[config.mk]
export PLATFORM = sky130hd
export DESIGN_NAME = ordered_list_deque_with_insert
export DESIGN_NICKNAME = d
export VERILOG_FILES = /design/src/rtl/core/olq_pkg.sv /design/src/rtl/core/ordered_list_deque_with_insert.sv /design/src/rtl/core/olq_ram.sv
export SDC_FILE = /design/constraint.sdc
export NUM_CORES = 1
export LEC_CHECK = 0
export ABC_CLOCK_PERIOD_IN_PS = 5170
export BUFFER_PORTS_ARGS = -buffer_cell sky130_fd_sc_hd__buf_2
export CORE_MARGIN = 3
export CORE_UTILIZATION = 45
export DETAILED_ROUTE_END_ITERATION = 10
export PLACE_DENSITY = 0.58
export SLEW_MARGIN = 5
export SYNTH_ARGS = -nofsm -noshare
export SYNTH_HDL_FRONTEND = slang
export SYNTH_SLANG_ARGS = --single-unit
export TNS_END_PERCENT = 5
[constraint.sdc]
create_clock -name clk -period 5.17 [get_ports clk]
set_input_delay 0.517 -clock clk [delete_from_list [all_inputs] [get_ports clk]]
set_output_delay 0.517 -clock clk [all_outputs]
set_load 0.02 [all_outputs]
[src/rtl/core/olq_pkg.sv]
// ----------------------------------------------------------------------------
// olq_pkg: shared definitions for the ordered list deque
// Entry layout, operation codes, status codes and the default capacity.
// ----------------------------------------------------------------------------
package olq_pkg;

  localparam int CAPACITY_DEF = 16;

  localparam int MODE_W = 3;
  localparam int STAT_W = 2;
  localparam int POS_W  = 5;
  localparam int HDL_W  = 16;

  // Operation codes carried on the mode port.
  localparam logic [MODE_W-1:0] MODE_PUSH_FRONT = 3'd0;
  localparam logic [MODE_W-1:0] MODE_PUSH_BACK  = 3'd1;
  localparam logic [MODE_W-1:0] MODE_INSERT     = 3'd2;
  localparam logic [MODE_W-1:0] MODE_POP_FRONT  = 3'd3;
  localparam logic [MODE_W-1:0] MODE_POP_BACK   = 3'd4;

  // Result status codes.
  localparam logic [STAT_W-1:0] STAT_OK    = 2'd0;
  localparam logic [STAT_W-1:0] STAT_EMPTY = 2'd1;
  localparam logic [STAT_W-1:0] STAT_FULL  = 2'd2;

  typedef struct packed {
    logic [HDL_W-1:0] id;
    logic [HDL_W-1:0] name;
    logic [HDL_W-1:0] kind;
  } entry_t;

endpackage

[src/rtl/core/ordered_list_deque_with_insert.sv]
// ----------------------------------------------------------------------------
// ordered_list_deque_with_insert: bounded ordered list with deque operations
// Push front/back, positional insert and pop front/back over a one-read,
// one-write entry memory; entries are moved one slot at a time by a small sequencer.
// ----------------------------------------------------------------------------
// Sequence: a full add, an empty pop or an unused mode returns done in the cycle
//   after the start transaction. An add reads and writes each moved entry, then
//   writes the new one into the gap; pop reads then captures, and pop front shifts.
// Throughput: one transaction at a time; busy stays high while entries move,
//   one read and one write per move. The receiver cannot stall.
// Reset: rst empties the list; memory contents are not cleared.
module ordered_list_deque_with_insert #(
  parameter int CAPACITY = olq_pkg::CAPACITY_DEF,
  parameter int CNT_W    = $clog2(CAPACITY + 1)
) (
  input  logic                        clk,
  input  logic                        rst,
  // command side
  input  logic                        start,
  output logic                        busy,
  input  logic [olq_pkg::MODE_W-1:0]  mode,
  input  logic [olq_pkg::HDL_W-1:0]   entry_id,
  input  logic [olq_pkg::HDL_W-1:0]   name_handle,
  input  logic [olq_pkg::HDL_W-1:0]   kind_handle,
  input  logic [olq_pkg::POS_W-1:0]   position,
  // result side
  output logic                        done,
  output logic [olq_pkg::STAT_W-1:0]  status,
  output logic                        removed_valid,
  output logic [olq_pkg::HDL_W-1:0]   removed_id,
  output logic [olq_pkg::HDL_W-1:0]   removed_name,
  output logic [olq_pkg::HDL_W-1:0]   removed_kind,
  output logic [CNT_W-1:0]            occupancy
);

  localparam int ADDR_W = (CAPACITY > 1) ? $clog2(CAPACITY) : 1;
  // Width wide enough to compare the insert position against the count.
  localparam int CMP_W  = (CNT_W > olq_pkg::POS_W) ? CNT_W : olq_pkg::POS_W;
  localparam logic [CNT_W-1:0] CAP_CNT = CNT_W'(CAPACITY);

  typedef enum logic [2:0] {
    S_IDLE,
    S_INS_RD,   // read the entry below the slot being opened
    S_INS_WR,   // write it one slot toward the back
    S_INS_PUT,  // drop the new entry into the gap
    S_POP_RD,   // read the entry being removed
    S_POP_CAP,  // capture it
    S_SHF_RD,   // read the next entry behind the gap
    S_SHF_WR    // write it one slot toward the front
  } state_t;

  state_t          state;
  logic [CNT_W-1:0] count;      // entries held
  logic [CNT_W-1:0] idx;        // slot currently being moved
  logic [CNT_W-1:0] at;         // insert target slot
  logic             pop_front;  // popping at the front, so close the gap
  olq_pkg::entry_t  new_entry;  // entry held while the gap opens

  // Memory port controls driven by the sequencer.
  logic             we;
  logic [ADDR_W-1:0] waddr;
  logic [ADDR_W-1:0] raddr;
  olq_pkg::entry_t  wdata;
  olq_pkg::entry_t  rdata;

  // Shared address unit: step the move index up or down by one.
  logic [CNT_W-1:0] idx_dec;
  logic [CNT_W-1:0] idx_inc;
  logic [CNT_W-1:0] count_dec;
  logic [CNT_W-1:0] at_calc;
  logic             is_add;
  logic             is_pop;

  assign idx_dec   = idx - 1'b1;
  assign idx_inc   = idx + 1'b1;
  assign count_dec = count - 1'b1;

  assign is_add = (mode == olq_pkg::MODE_PUSH_FRONT) || (mode == olq_pkg::MODE_PUSH_BACK) ||
                  (mode == olq_pkg::MODE_INSERT);
  assign is_pop = (mode == olq_pkg::MODE_POP_FRONT) || (mode == olq_pkg::MODE_POP_BACK);

  // Target slot for an add: front, back, or the position clamped to the count.
  always_comb begin
    unique case (mode)
      olq_pkg::MODE_PUSH_FRONT: at_calc = '0;
      olq_pkg::MODE_PUSH_BACK:  at_calc = count;
      olq_pkg::MODE_INSERT: begin
        if (CMP_W'(position) > CMP_W'(count)) begin
          at_calc = count;
        end else begin
          at_calc = CNT_W'(position);
        end
      end
      default:                  at_calc = count;
    endcase
  end

  // Memory port selection per sequencer state.
  always_comb begin
    we    = 1'b0;
    waddr = idx[ADDR_W-1:0];
    wdata = rdata;
    raddr = idx[ADDR_W-1:0];
    unique case (state)
      S_INS_RD: raddr = idx_dec[ADDR_W-1:0];
      S_INS_WR: we    = 1'b1;
      S_INS_PUT: begin
        we    = 1'b1;
        waddr = at[ADDR_W-1:0];
        wdata = new_entry;
      end
      S_SHF_RD: raddr = idx_inc[ADDR_W-1:0];
      S_SHF_WR: we    = 1'b1;
      default: ;
    endcase
  end

  olq_ram #(
    .DEPTH  (CAPACITY),
    .ADDR_W (ADDR_W)
  ) u_ram (
    .clk   (clk),
    .we    (we),
    .waddr (waddr),
    .wdata (wdata),
    .raddr (raddr),
    .rdata (rdata)
  );

  // Sequencer: state, counters and registered result.
  always_ff @(posedge clk) begin
    if (rst) begin
      state         <= S_IDLE;
      count         <= '0;
      idx           <= '0;
      at            <= '0;
      pop_front     <= 1'b0;
      busy          <= 1'b0;
      done          <= 1'b0;
      status        <= olq_pkg::STAT_OK;
      removed_valid <= 1'b0;
      removed_id    <= '0;
      removed_name  <= '0;
      removed_kind  <= '0;
      occupancy     <= '0;
    end else begin
      done <= 1'b0;
      unique case (state)
        S_IDLE: begin
          if (start) begin
            new_entry.id   <= entry_id;
            new_entry.name <= name_handle;
            new_entry.kind <= kind_handle;
            pop_front      <= (mode == olq_pkg::MODE_POP_FRONT);
            at             <= at_calc;
            if (is_add && count != CAP_CNT) begin
              // Open a gap at the target, moving entries from the back.
              idx   <= count;
              busy  <= 1'b1;
              state <= (count > at_calc) ? S_INS_RD : S_INS_PUT;
            end else if (is_pop && count != '0) begin
              idx   <= (mode == olq_pkg::MODE_POP_FRONT) ? '0 : count_dec;
              busy  <= 1'b1;
              state <= S_POP_RD;
            end else begin
              // Full add, empty pop or unused mode: answer at once.
              done          <= 1'b1;
              status        <= is_add ? olq_pkg::STAT_FULL :
                               (is_pop ? olq_pkg::STAT_EMPTY : olq_pkg::STAT_OK);
              removed_valid <= 1'b0;
              removed_id    <= '0;
              removed_name  <= '0;
              removed_kind  <= '0;
              occupancy     <= count;
            end
          end
        end
        S_INS_RD: begin
          state <= S_INS_WR;
        end
        S_INS_WR: begin
          idx   <= idx_dec;
          state <= (idx_dec == at) ? S_INS_PUT : S_INS_RD;
        end
        S_INS_PUT: begin
          count         <= count + 1'b1;
          busy          <= 1'b0;
          done          <= 1'b1;
          status        <= olq_pkg::STAT_OK;
          removed_valid <= 1'b0;
          removed_id    <= '0;
          removed_name  <= '0;
          removed_kind  <= '0;
          occupancy     <= count + 1'b1;
          state         <= S_IDLE;
        end
        S_POP_RD: begin
          state <= S_POP_CAP;
        end
        S_POP_CAP: begin
          removed_id    <= rdata.id;
          removed_name  <= rdata.name;
          removed_kind  <= rdata.kind;
          removed_valid <= 1'b1;
          status        <= olq_pkg::STAT_OK;
          if (pop_front && count_dec != '0) begin
            // Close the gap at the front, moving entries forward.
            state <= S_SHF_RD;
          end else begin
            count     <= count_dec;
            occupancy <= count_dec;
            busy      <= 1'b0;
            done      <= 1'b1;
            state     <= S_IDLE;
          end
        end
        S_SHF_RD: begin
          state <= S_SHF_WR;
        end
        S_SHF_WR: begin
          idx <= idx_inc;
          if (idx_inc == count_dec) begin
            count     <= count_dec;
            occupancy <= count_dec;
            busy      <= 1'b0;
            done      <= 1'b1;
            state     <= S_IDLE;
          end else begin
            state <= S_SHF_RD;
          end
        end
        default: state <= S_IDLE;
      endcase
    end
  end

endmodule

[src/rtl/core/olq_ram.sv]
// ----------------------------------------------------------------------------
// olq_ram: entry storage
// One write port and one read port; read data is registered.
// ----------------------------------------------------------------------------
module olq_ram #(
  parameter int DEPTH  = olq_pkg::CAPACITY_DEF,
  parameter int ADDR_W = (DEPTH > 1) ? $clog2(DEPTH) : 1
) (
  input  logic                  clk,
  input  logic                  we,
  input  logic [ADDR_W-1:0]     waddr,
  input  olq_pkg::entry_t       wdata,
  input  logic [ADDR_W-1:0]     raddr,
  output olq_pkg::entry_t       rdata
);

  olq_pkg::entry_t mem [DEPTH];

  always_ff @(posedge clk) begin
    if (we) begin
      mem[waddr] <= wdata;
    end
    rdata <= mem[raddr];
  end

endmodule

==> results.md, run 1 <==
* CP most frequent cell: o21a_1
* Post-CTS Setup Inserts at 0
* Routed vias at 18298
* Pin count of the biggest net entering global routing at 109
* Final Setup Violations at 0
* Post-Syn Nets at 2010
* Total Routed Length at roughly 83000 um
* Core Region at ~80000 sq um
* First-pass GRT wire length at between 100000 and 150000 um
* Status: complete, no violations
* Leak at about 14 nW
* Die area at between 80000 and 90000 sq um
* Worst slew pin tran at between 1000 and 1500 ps
* Hold Path Class: in -> reg
* Count of cell types in the netlist at 63
* Flops & latches, synth at between 900 and 1000
* Sequential fraction of the synthesis area at about 74%
* Port Buffers at about 120
* Starting density of the core at ~46%
* Grt ovf at 0
* Post-Place Setup Slack at approximately 1400 ps
* Number of nets in the layout at approximately 2200
* Cell count after synthesis at 1936
* Synth Flop Type: edfxtp_1
* Crit-path max FO at 13
* Area delta synth->final at 14.42%
* Die width at approximately 290 um
* Critical path's slowest cell: dfxtp_1
* Final Skew at around 18 ps
* RSZ-0062 raised after global routing: no
* Root Buffer: clkbuf_16
* Slew Limit Fails at 0
* Maximum buffer depth of the clock tree at 3
* H-tree Lvls at 3
* FMAX at around 0.26 GHz
* PD cells at ~510 nW/um^2
* Combinational Power Share at a little over a fifth
* Slowest cell delay on critical path at approximately 580 ps
* Drt pass-1 iters at 5
* Crit. End Element: flop
* Rows at slightly above 100
* EDFF count, synth at just over 800
* CTS Hold Buffers Added at 0
* Initial antenna violation count at 1
* Fillers at 6347
* Net load switching power at about 5.8 mW
* Placer Congestion at 0.8533
* Total CTS buffers at 98
* Total GRT Usage at between 10% and 20%
* Worst-Skew Late Latency at between 600 and 700 ps
* Floorplan die height at approximately 290 um
* Worst setup SP type: flop
* Vias in the first global route at between 15000 and 20000
* Critical Path AT at 4430 ps
* Max-cap violations at 0
* Critical path class: reg -> reg
* # resized after CTS at 0
* Post-route clock period utilization at roughly 75%
* Worst IR Drop VDD at roughly 0.00028 V
* Vias per Instance at ~5.7
* Reg power frac at around 46%
* Post-DP HPWL at about 46000 um
* Net switching fraction of the power at a little over a quarter
* IO Count at 117
* Async S/R FF share, synth at 0%
* Share of post-route cells with drive strength above 1 at 25.16%
* Clk pin slew, worst setup/hold paths at about 60 ps
* Clk pwr share at ~32%
* Synthesized area at between 30000 and 40000 sq um
* Slew headroom at between 20% and 30%
* Worst setup margin at approximately 1300 ps
* Mean post-synth cell area at about 19 sq um
* DR WL/cell at 25.78 um
* CTS tree: yes
* Setup TNS at 0 ps
* ANT nets after route at 0
* DRC viols at 0
* CTS Sinks at 941
* Min Tclk post-route at approximately 3900 ps
* Crit path required time at 5720 ps
* CP Cell Sequence: inv_1, ha_1, nor2b_1, o21a_1, o21a_1, o21ai_0, a211oi_1, o21ai_0, a21boi_0, ha_1, nor2b_1, o21a_1, o21a_1, o21a_1, o22ai_1, nand3_1, a41oi_1
* Yosys warnings at 0
* Cell internal pwr at 15.57 mW
* Hold Violations, Final at 0
* Initial drt markers at between 1000 and 1500
[area by class of cell]
type / count / area, sq um / share of cell area [%]
Sequential cell: 941 / 27010 / 64.71
Inverter: 17 / 63.81 / 0.1529
Clock inverter: 36 / 362.8 / 0.8694
Tap cell: 1050 / 1314 / 3.148
Multi-Input combinational cell: 872 / 8990 / 21.54
Timing Repair Buffer: 172 / 1189 / 2.848
Clock buffer: 144 / 2809 / 6.730
Antenna cell: 1 / 2.502 / 0.005996
[stage by stage]
step                instance area, sq um  power, mW  hold WS [ps]  utilization, %  instances
global placement                   38560      14.59         458.0           48.42       3052
global route                       41730      22.27         26.41           52.40       3232
finish                             41740      21.33         59.41           52.40       3233
detailed placement                 38560      14.69         476.2           48.42       3052
CTS                                41730      21.57         9.003           52.40       3232
floorplan                          36480      13.44         450.0               -       1936
[cells in the mapped netlist, drive strengths merged (4+ instances only)]
cell type	count	area, sq um
a41oi	6	52.55
edfxtp	816	24500
o21a	6	45.04
mux2i	150	1501
nor3	14	75.07
inv	17	63.81
xor2	7	61.31
a21o	4	30.03
buf	64	441.7
a22oi	51	382.9
dfxtp	125	2502
a211oi	11	87.58
a21boi	4	30.03
a21oi	25	125.1
ha	15	187.7
a31oi	7	58.81
clkbuf	42	161.4
nand2	166	623.1
o22ai	7	43.79
nand3	16	90.09
mux4	192	4324
xnor2	21	198.9
o21ai	26	137.6
nor2	99	379.1
[power groups by stage]
stage / Clock [mW] / Combinational [mW] / Sequential, mW
after floorplan: 0 / 3.60 / 9.84
after global placement: 0 / 4.60 / 9.99
after detailed placement: 0 / 4.70 / 9.99
after CTS: 7.03 / 4.71 / 9.83
after global routing: 7.34 / 5.07 / 9.86
final: 6.87 / 4.63 / 9.83
[layer usage]
layer	part of all wire, %	routed length (um)	GRT usage [%]
met2	49	40550	32.24
met3	4.8	3993	2.743
met4	2.0	1641	5.101
met5	0	0	0
met1	45	37150	27.83
[flip-flops by register name (all words and copies together), names as in the netlist, 5 cells and up]
signal / count
removed_kind: 16
new_entry: 48
u_ram.rdata: 48
at: 5
removed_id: 16
u_ram.mem: 768
count: 5
occupancy: 5
removed_name: 16
idx: 5
[critical path, delay by kind of cell, from the launching register on]
kind	cells	cell delay, ps
and+or+nand+nor	3	410
AOI/OAI and AO/OA	11	2050
adders and majority gates	2	620
buffers and inverters	1	150
DFF	1	580
[cell usage in the layout, fill, tap and decap left out, types with 4 or more instances in the layout]
cell type	synthesis	layout
mux2i_1	150	150
dfxtp_1	125	125
clkbuf_16	0	101
xor2_1	7	7
a21oi_1	25	25
buf_12	0	15
a21o_1	4	4
a21boi_0	4	4
inv_1	12	12
xnor2_1	19	17
nor3_1	13	13
o21ai_0	24	24
ha_1	15	15
o21a_1	6	6
a22oi_1	51	51
clkbuf_1	41	31
nand2_1	166	166
a211oi_1	10	10
mux4_2	192	192
bufinv_16	0	7
inv_2	5	5
nand3_1	14	13
nor2_4	0	19
buf_4	3	41
clkinv_2	0	18
a41oi_1	6	6
a31oi_1	6	6
o22ai_1	7	7
nor2_1	96	77
clkbuf_8	0	12
clkinv_1	0	9
edfxtp_1	816	816
buf_2	38	116
[final timing paths]
check / to / start / depth (start not counted) / slack, ps
max: state[1] / count[1] / 17 / 1290
min: new_entry[4] / kind_handle[4] / 1 / 60
max reg2reg: state[1] / count[1] / 17 / 1290
min reg2reg: removed_valid / removed_valid / 2 / 490
[kinds of logic (layout without fill, tap and decap cells)]
logic type | after synthesis | in the layout | synth area share (%)
xor+xnor | 28 | 28 | 0.7135
mux | 342 | 342 | 15.97
buf+inv | 123 | 369 | 1.828
fa+ha+maj | 15 | 15 | 0.5145
other cells | 0 | 1 | 0
simple gates | 320 | 320 | 3.688
flops | 941 | 941 | 74.04
compound gates | 167 | 167 | 3.245
Power figures use the tool's default switching activity.
==> inputs of run 2 (changes only) <==
--- a/config.mk
+++ b/config.mk
@@ -5,7 +5,7 @@
 export SDC_FILE = /design/constraint.sdc
 export NUM_CORES = 1
 export LEC_CHECK = 0
-export ABC_CLOCK_PERIOD_IN_PS = 5170
+export ABC_CLOCK_PERIOD_IN_PS = 3600
 export BUFFER_PORTS_ARGS = -buffer_cell sky130_fd_sc_hd__buf_2
 export CORE_MARGIN = 3
 export CORE_UTILIZATION = 45
==> constraint.sdc (replaced) <==
create_clock -name clk -period 3.6 [get_ports clk]
set_input_delay 0.36 -clock clk [delete_from_list [all_inputs] [get_ports clk]]
set_output_delay 0.36 -clock clk [all_outputs]
set_load 0.02 [all_outputs]
==> run 2 against run 1 <==
Compared with the run above: worst hold slack improved by 56 ps; non-clock buffer count grew 64; wire length up 1.7%; sequential share of layout area fell by 1.2 points; via count up 2.9%; clock skew hardly changed; largest cell class unchanged.
==> results.md, run 2 (synthesis results as in run 1) <==
* Drt pass-1 iters at 5 (unchanged)
* Slew headroom at 32.74% (was 24.36%)
* Slew Limit Fails at 0 (unchanged)
* Initial antenna violation count at 2 (was 1)
* Initial drt markers at 1790 (was 1483)
* Root Buffer: clkbuf_16 (unchanged)
* Core Region at 79640 sq um (unchanged)
* Share of post-route cells with drive strength above 1 at 25.20% (was 25.16%)
* Post-CTS Setup Inserts at 0 (unchanged)
* WL met2 at 40620 um (was 40550 um)
* Maximum buffer depth of the clock tree at 3 (unchanged)
* Total Routed Length at 84720 um (was 83340 um)
* Worst IR Drop VDD at 0.0003766 V (was 0.0002786 V)
* Total Power at 30.69 mW (was 21.33 mW)
* CTS tree: yes (unchanged)
* FMAX at 0.3045 GHz (was 0.2576 GHz)
* Post-route clock period utilization at 91.24% (was 75.09%)
* Vias in the first global route at 19218 (was 19016)
* Metal-1 WL at 37830 um (was 37150 um)
* Port Buffers at 116 (unchanged)
* Worst setup SP type: flop (unchanged)
* Final Util at 53.37% (was 52.40%)
* Hold Path Class: in -> reg (unchanged)
* Most common cell after layout, fill and taps aside: edfxtp_1 (unchanged)
* Total GRT Usage at 19.98% (was 19.62%)
* Die area at 84510 sq um (unchanged)
* Starting density of the core at 45.80% (unchanged)
* Post-Layout Cell Count at 3300 (was 3233)
* DR top layer: met5 (was met4)
* Post-Place Setup Slack at 160.8 ps (was 1401 ps)
* Diodes inserted at 0 (was 1)
* Most used cells in the layout excluding fill and tap cells: edfxtp_1 (816), mux4_2 (192), nand2_1 (166), mux2i_1 (150), dfxtp_1 (125) (unchanged)
* Hold Violations, Final at 0 (unchanged)
* IO Count at 117 (unchanged)
* CTS Sinks at 941 (unchanged)
* Final Hold Slack at 115.7 ps (was 59.41 ps)
* Total CTS buffers at 97 (was 98)
* Min Tclk post-route at 3285 ps (was 3882 ps)
* Crit. End Element: flop (unchanged)
* DR WL/cell at 25.67 um (was 25.78 um)
* RSZ-0062 raised after global routing: no (unchanged)
* Status: complete, no violations (unchanged)
* Worst reg2reg path startpoint: count[1] (unchanged)
* Vias per Instance at 5.707 (was 5.660)
* Floorplan die height at 290.7 um (unchanged)
* Placed cell areas at 38870 sq um (was 38560 sq um)
* DRC viols at 0 (unchanged)
* Crit-path max FO at 3 (was 13)
* Setup TNS at 0 ps (unchanged)
* Critical Path AT at 3850 ps (was 4430 ps)
* Rows at 103 (unchanged)
* Post-DP HPWL at 45010 um (was 45780 um)
* Placer Congestion at 0.8750 (was 0.8533)
* Top flop regs: u_ram.mem (768), new_entry (48), u_ram.rdata (48) (unchanged)
* Max-cap violations at 0 (unchanged)
* Clk pin slew, worst setup/hold paths at 60 ps (about the same)
* Final Cell Area at 42500 sq um (was 41740 sq um)
* ANT nets after route at 0 (unchanged)
* Worst setup path startpoint: count[1] (unchanged)
* Placed Cells at 3068 (was 3052)
* Critical path class: reg -> reg (unchanged)
* First-pass GRT wire length at 126500 um (was 124000 um)
* Number of nets in the layout at 2239 (was 2176)
* Die width at 290.7 um (unchanged)
* Worst-Skew Late Latency at 640 ps (was 630 ps)
* Area delta synth->final at 16.53% (was 14.42%)
* Number of flip-flops in the largest register at 768 (unchanged)
* Final Setup Violations at 0 (unchanged)
* Fillers at 6252 (was 6347)
* Leak at 14.00 nW (was 13.68 nW)
* Routed vias at 18833 (was 18298)
* Final Skew at 18.09 ps (was 17.93 ps)
* H-tree Lvls at 3 (unchanged)
* Hold path startpoint: position[0] (was kind_handle[4])
* Biggest register: u_ram.mem (unchanged)
* Crit path required time at 4160 ps (was 5720 ps)
* Worst slew pin tran at 1004 ps (was 1132 ps)
* Met3 WL at 4598 um (was 3993 um)
* PD cells at 722.0 nW/um^2 (was 511.0 nW/um^2)
* Grt ovf at 0 (unchanged)
* Worst setup margin at 315.5 ps (was 1288 ps)
* Pin count of the biggest net entering global routing at 77 (was 109)
==> run 2: final timing paths <==
path                                     end  slack, ps  cells after the start
worst max register to register      state[1]        320                     17
worst min register to register  occupancy[3]        470                      1
worst max-delay path                state[1]        320                     17
worst min-delay path                   at[0]        120                      3
==> run 2: cell type report <==
| class | count | area, sq um | share of cell area, % |
|---|---|---|---|
| clock inverter | 31 | 251.5 | 0.5917 |
| sequential | 941 | 27010 | 63.54 |
| multi-input combinational | 872 | 8990 | 21.15 |
| inverter | 17 | 63.81 | 0.1501 |
| timing repair buffer | 236 | 1977 | 4.651 |
| clock buffer | 153 | 2902 | 6.827 |
| tap | 1050 | 1314 | 3.091 |
==> run 2: where the power goes <==
part           switching [mW]  internal (mW)  leakage, nW
clock                    4.07           5.68         1.55
sequential              0.318           13.8         8.38
combinational            3.97           2.90         4.07
==> run 2: critical path, cell delays in order, from the launching register on <==
cell,delay [ps]
dfxtp_1,320
inv_1,80
ha_1,290
nor2b_1,130
o21a_1,160
o21a_1,160
o21ai_1,150
a211oi_1,120
o21ai_0,210
a21boi_0,220
ha_1,280
nor2b_1,150
o21a_1,160
o21a_1,160
o21a_1,160
o22ai_1,140
nand3_1,100
a41oi_1,220
==> run 2: repair_timing <==
action,4_1_cts,5_1_grt
resized for setup,0,1
endpoints found under the setup margin,0,1
endpoints found under the hold margin,48,0
hold buffers,48,0
==> run 2: layer usage <==
layer / track usage [%] / up-vias
met2: 31.88 / 537
met4: 5.248 / 2
met3: 3.232 / 126
met5: 0 / -
met1: 28.89 / 9967
li1: - / 8201
==> inputs of run 3 (changes only) <==
--- a/config.mk
+++ b/config.mk
@@ -10,6 +10,7 @@
 export CORE_MARGIN = 3
 export CORE_UTILIZATION = 45
 export DETAILED_ROUTE_END_ITERATION = 10
+export GPL_TIMING_DRIVEN = 0
 export PLACE_DENSITY = 0.58
 export SLEW_MARGIN = 5
 export SYNTH_ARGS = -nofsm -noshare
==> run 3 against run 2 <==
Compared with the run above: cell count up 2.5%; worst hold slack got worse by 25 ps; clock skew is 6.1 ps higher; die area unchanged; first-iteration DRC count grew 11%; utilization up 0.74 points; critical path depth up 1; non-clock buffer count is 80 higher; fmax shrank 6.6%.
==> results.md, run 3 (synthesis results as in run 1) <==
* Total GRT Usage at 21.56% (was 19.98%)
* Routed vias at 19308 (was 18833)
* DRC viols at 0 (unchanged)
* Critical Path AT at 4070 ps (was 3850 ps)
* Share of post-route cells with drive strength above 1 at 26.57% (was 25.20%)
* Critical path class: reg -> reg (unchanged)
* Maximum buffer depth of the clock tree at 3 (unchanged)
* Worst IR Drop VDD at 0.0003957 V (was 0.0003766 V)
* Most used cells in the layout excluding fill and tap cells: edfxtp_1 (816), mux4_2 (192), nand2_1 (166), buf_2 (157), mux2i_1 (150) (was edfxtp_1 (816), mux4_2 (192), nand2_1 (166), mux2i_1 (150), dfxtp_1 (125))
* Post-route clock period utilization at 97.73% (was 91.24%)
* Total CTS buffers at 98 (was 97)
* Placer Congestion at 0.8748 (was 0.8750)
* H-tree Lvls at 3 (unchanged)
* Crit path required time at 4150 ps (was 4160 ps)
* Drt pass-1 iters at 6 (was 5)
* Slowest cell delay on critical path at 380 ps (was 320 ps)
* Starting density of the core at 45.80% (unchanged)
* Top flop regs: u_ram.mem (768), new_entry (48), u_ram.rdata (48) (unchanged)
* FMAX at 0.2842 GHz (was 0.3045 GHz)
* Die width at 290.7 um (unchanged)
* Net switching fraction of the power at 28.43% (was 27.22%)
* CP Cell Sequence: clkbuf_8, inv_2, ha_1, nor2b_1, o21a_1, o21a_1, o21ai_2, a21o_1, and3_4, a21boi_1, ha_1, nor2b_1, o21a_1, o21a_1, o21a_1, o22ai_2, nand3_1, a41oi_2 (was inv_1, ha_1, nor2b_1, o21a_1, o21a_1, o21ai_1, a211oi_1, o21ai_0, a21boi_0, ha_1, nor2b_1, o21a_1, o21a_1, o21a_1, o22ai_1, nand3_1, a41oi_1)
* CP most frequent cell: o21a_1 (unchanged)
* Worst setup SP type: flop (unchanged)
* Met3 Use GR at 3.798% (was 3.232%)
* CTS Sinks at 941 (unchanged)
* Grt ovf at 0 (unchanged)
* Vias per Instance at 5.711 (was 5.707)
* CTS tree: yes (unchanged)
* RSZ-0062 raised after global routing: yes (was no)
* Critical path's slowest cell: dfxtp_4 (was dfxtp_1)
* Min Tclk post-route at 3518 ps (was 3285 ps)
* Rows at 103 (unchanged)
* Worst slew pin tran at 1165 ps (was 1004 ps)
* Floorplan die height at 290.7 um (unchanged)
* Worst-Skew Late Latency at 650 ps (was 640 ps)
* Area delta synth->final at 18.14% (was 16.53%)
* Number of nets in the layout at 2320 (was 2239)
* Slew Limit Fails at 0 (unchanged)
* Vias in the first global route at 19564 (was 19218)
* Crit. End Element: flop (unchanged)
* Most common cell after layout, fill and taps aside: edfxtp_1 (unchanged)
* Max-cap violations at 0 (unchanged)
* Met2 GRT Util at 35.50% (was 31.88%)
* Net load switching power at 8.862 mW (was 8.353 mW)
* Die area at 84510 sq um (unchanged)
* Hold Violations, Final at 0 (unchanged)
* Total Routed Length at 91290 um (was 84720 um)
* Worst path buffer plus inverter count at 2 (was 1)
* Final Hold Slack at 90.93 ps (was 115.7 ps)
* Combinational Power Share at 23.7% (was 22.4%)
* Biggest register: u_ram.mem (unchanged)
* Placed cell areas at 39310 sq um (was 38870 sq um)
* Core Region at 79640 sq um (unchanged)
* Port Buffers at 116 (unchanged)
* Number of flip-flops in the largest register at 768 (unchanged)
* Root Buffer: clkbuf_16 (unchanged)
* Initial drt markers at 1990 (was 1790)
* Hold Path Class: in -> reg (unchanged)
* Initial antenna violation count at 2 (unchanged)
* First-pass GRT wire length at 133200 um (was 126500 um)
* Slew headroom at 22.33% (was 32.74%)
* PD cells at 723.5 nW/um^2 (was 722.0 nW/um^2)
* Clk pwr share at 31.1% (was 31.8%)
* Final Setup Violations at 0 (unchanged)
* DR WL/cell at 27.00 um (was 25.67 um)
* Crit-path max FO at 10 (was 3)
* Reg power frac at 45.2% (was 45.8%)
* Final Skew at 24.19 ps (was 18.09 ps)
* Busiest grt layer: met2 (unchanged)
* Cell internal pwr at 22.31 mW (was 22.34 mW)
* Met1 global-route usage at 30.12% (was 28.89%)
* ANT nets after route at 0 (unchanged)
* Clk pin slew, worst setup/hold paths at 60 ps (about the same)
* CP top delay family: compound AO/OA/AOI/OAI gates (unchanged)
* Pin count of the biggest net entering global routing at 24 (was 77)
* IO Count at 117 (unchanged)
* Final Cell Area at 43090 sq um (was 42500 sq um)
* Status: complete, no violations (unchanged)
* Leak at 14.28 nW (was 14.00 nW)
* Post-DP HPWL at 58350 um (was 45010 um)
[run 3: layout make-up]
| type | instances | area (sq um) |
|---|---|---|
| Multi-Input combinational cell | 872 | 8991 |
| Fill cell | 6270 | 36550 |
| Clock inverter | 47 | 375.4 |
| Timing Repair Buffer | 210 | 1964 |
| Inverter | 17 | 63.81 |
| Clock buffer | 137 | 2743 |
| Antenna cell | 1 | 2.502 |
| Tap cell | 1050 | 1314 |
| Sequential cell | 941 | 27010 |
| Buffer | 106 | 625.6 |
[run 3: power by group through the flow]
stage / sequential (mW) / combinational [mW] / clock, mW
finish: 14.1 / 7.38 / 9.71
global route: 14.1 / 7.98 / 10.4
CTS: 14.1 / 7.47 / 9.89
detailed placement: 14.3 / 7.39 / 0
global placement: 14.3 / 7.14 / 0
floorplan: 14.1 / 5.17 / 0
[run 3: worst paths after layout]
path | end | slack [ps] | from | cells after the start
setup / recovery | state[1] | 80 | count[1] | 18
hold / removal | at[0] | 90 | position[0] | 3
setup reg to reg | state[1] | 80 | count[1] | 18
hold reg to reg | pop_front | 480 | pop_front | 2
[run 3: tightest hold or removal path: cells and delay by family]
family | cells | cell delay, ps
buffers and inverters | 1 | 90
AOI/OAI and AO/OA | 2 | 230
[run 3: layer usage]
layer	up-vias	wire length (um)
met5	-	0
met4	0	1730
met3	121	6194
met2	685	44950
met1	10128	38420
li1	8374	-
[run 3: what timing repair did]
| action | CTS | global route |
|---|---|---|
| pin swaps | 5 | 6 |
| endpoints found under the setup margin | 894 | 229 |
| hold buffers | 48 | 0 |
| hold endpoints to repair | 48 | 0 |
| gates resized for setup | 21 | 17 |
| setup buffers | 4 | 5 |
[run 3: stage by stage]
| step | cells | TNS (ps) | total power, mW | setup slack (ps) | util [%] |
|---|---|---|---|---|---|
| floorplan | 1936 | -286150 | 19.30 | -432.5 | - |
| global placement | 3102 | -3232520 | 21.46 | -4304 | 48.18 |
| detailed placement | 3139 | -268190 | 21.69 | -735.7 | 49.36 |
| CTS | 3375 | 0 | 31.44 | 20.05 | 53.99 |
| global route | 3380 | -44.46 | 32.47 | -44.46 | 54.10 |
| finish | 3381 | 0 | 31.17 | 81.80 | 54.10 |
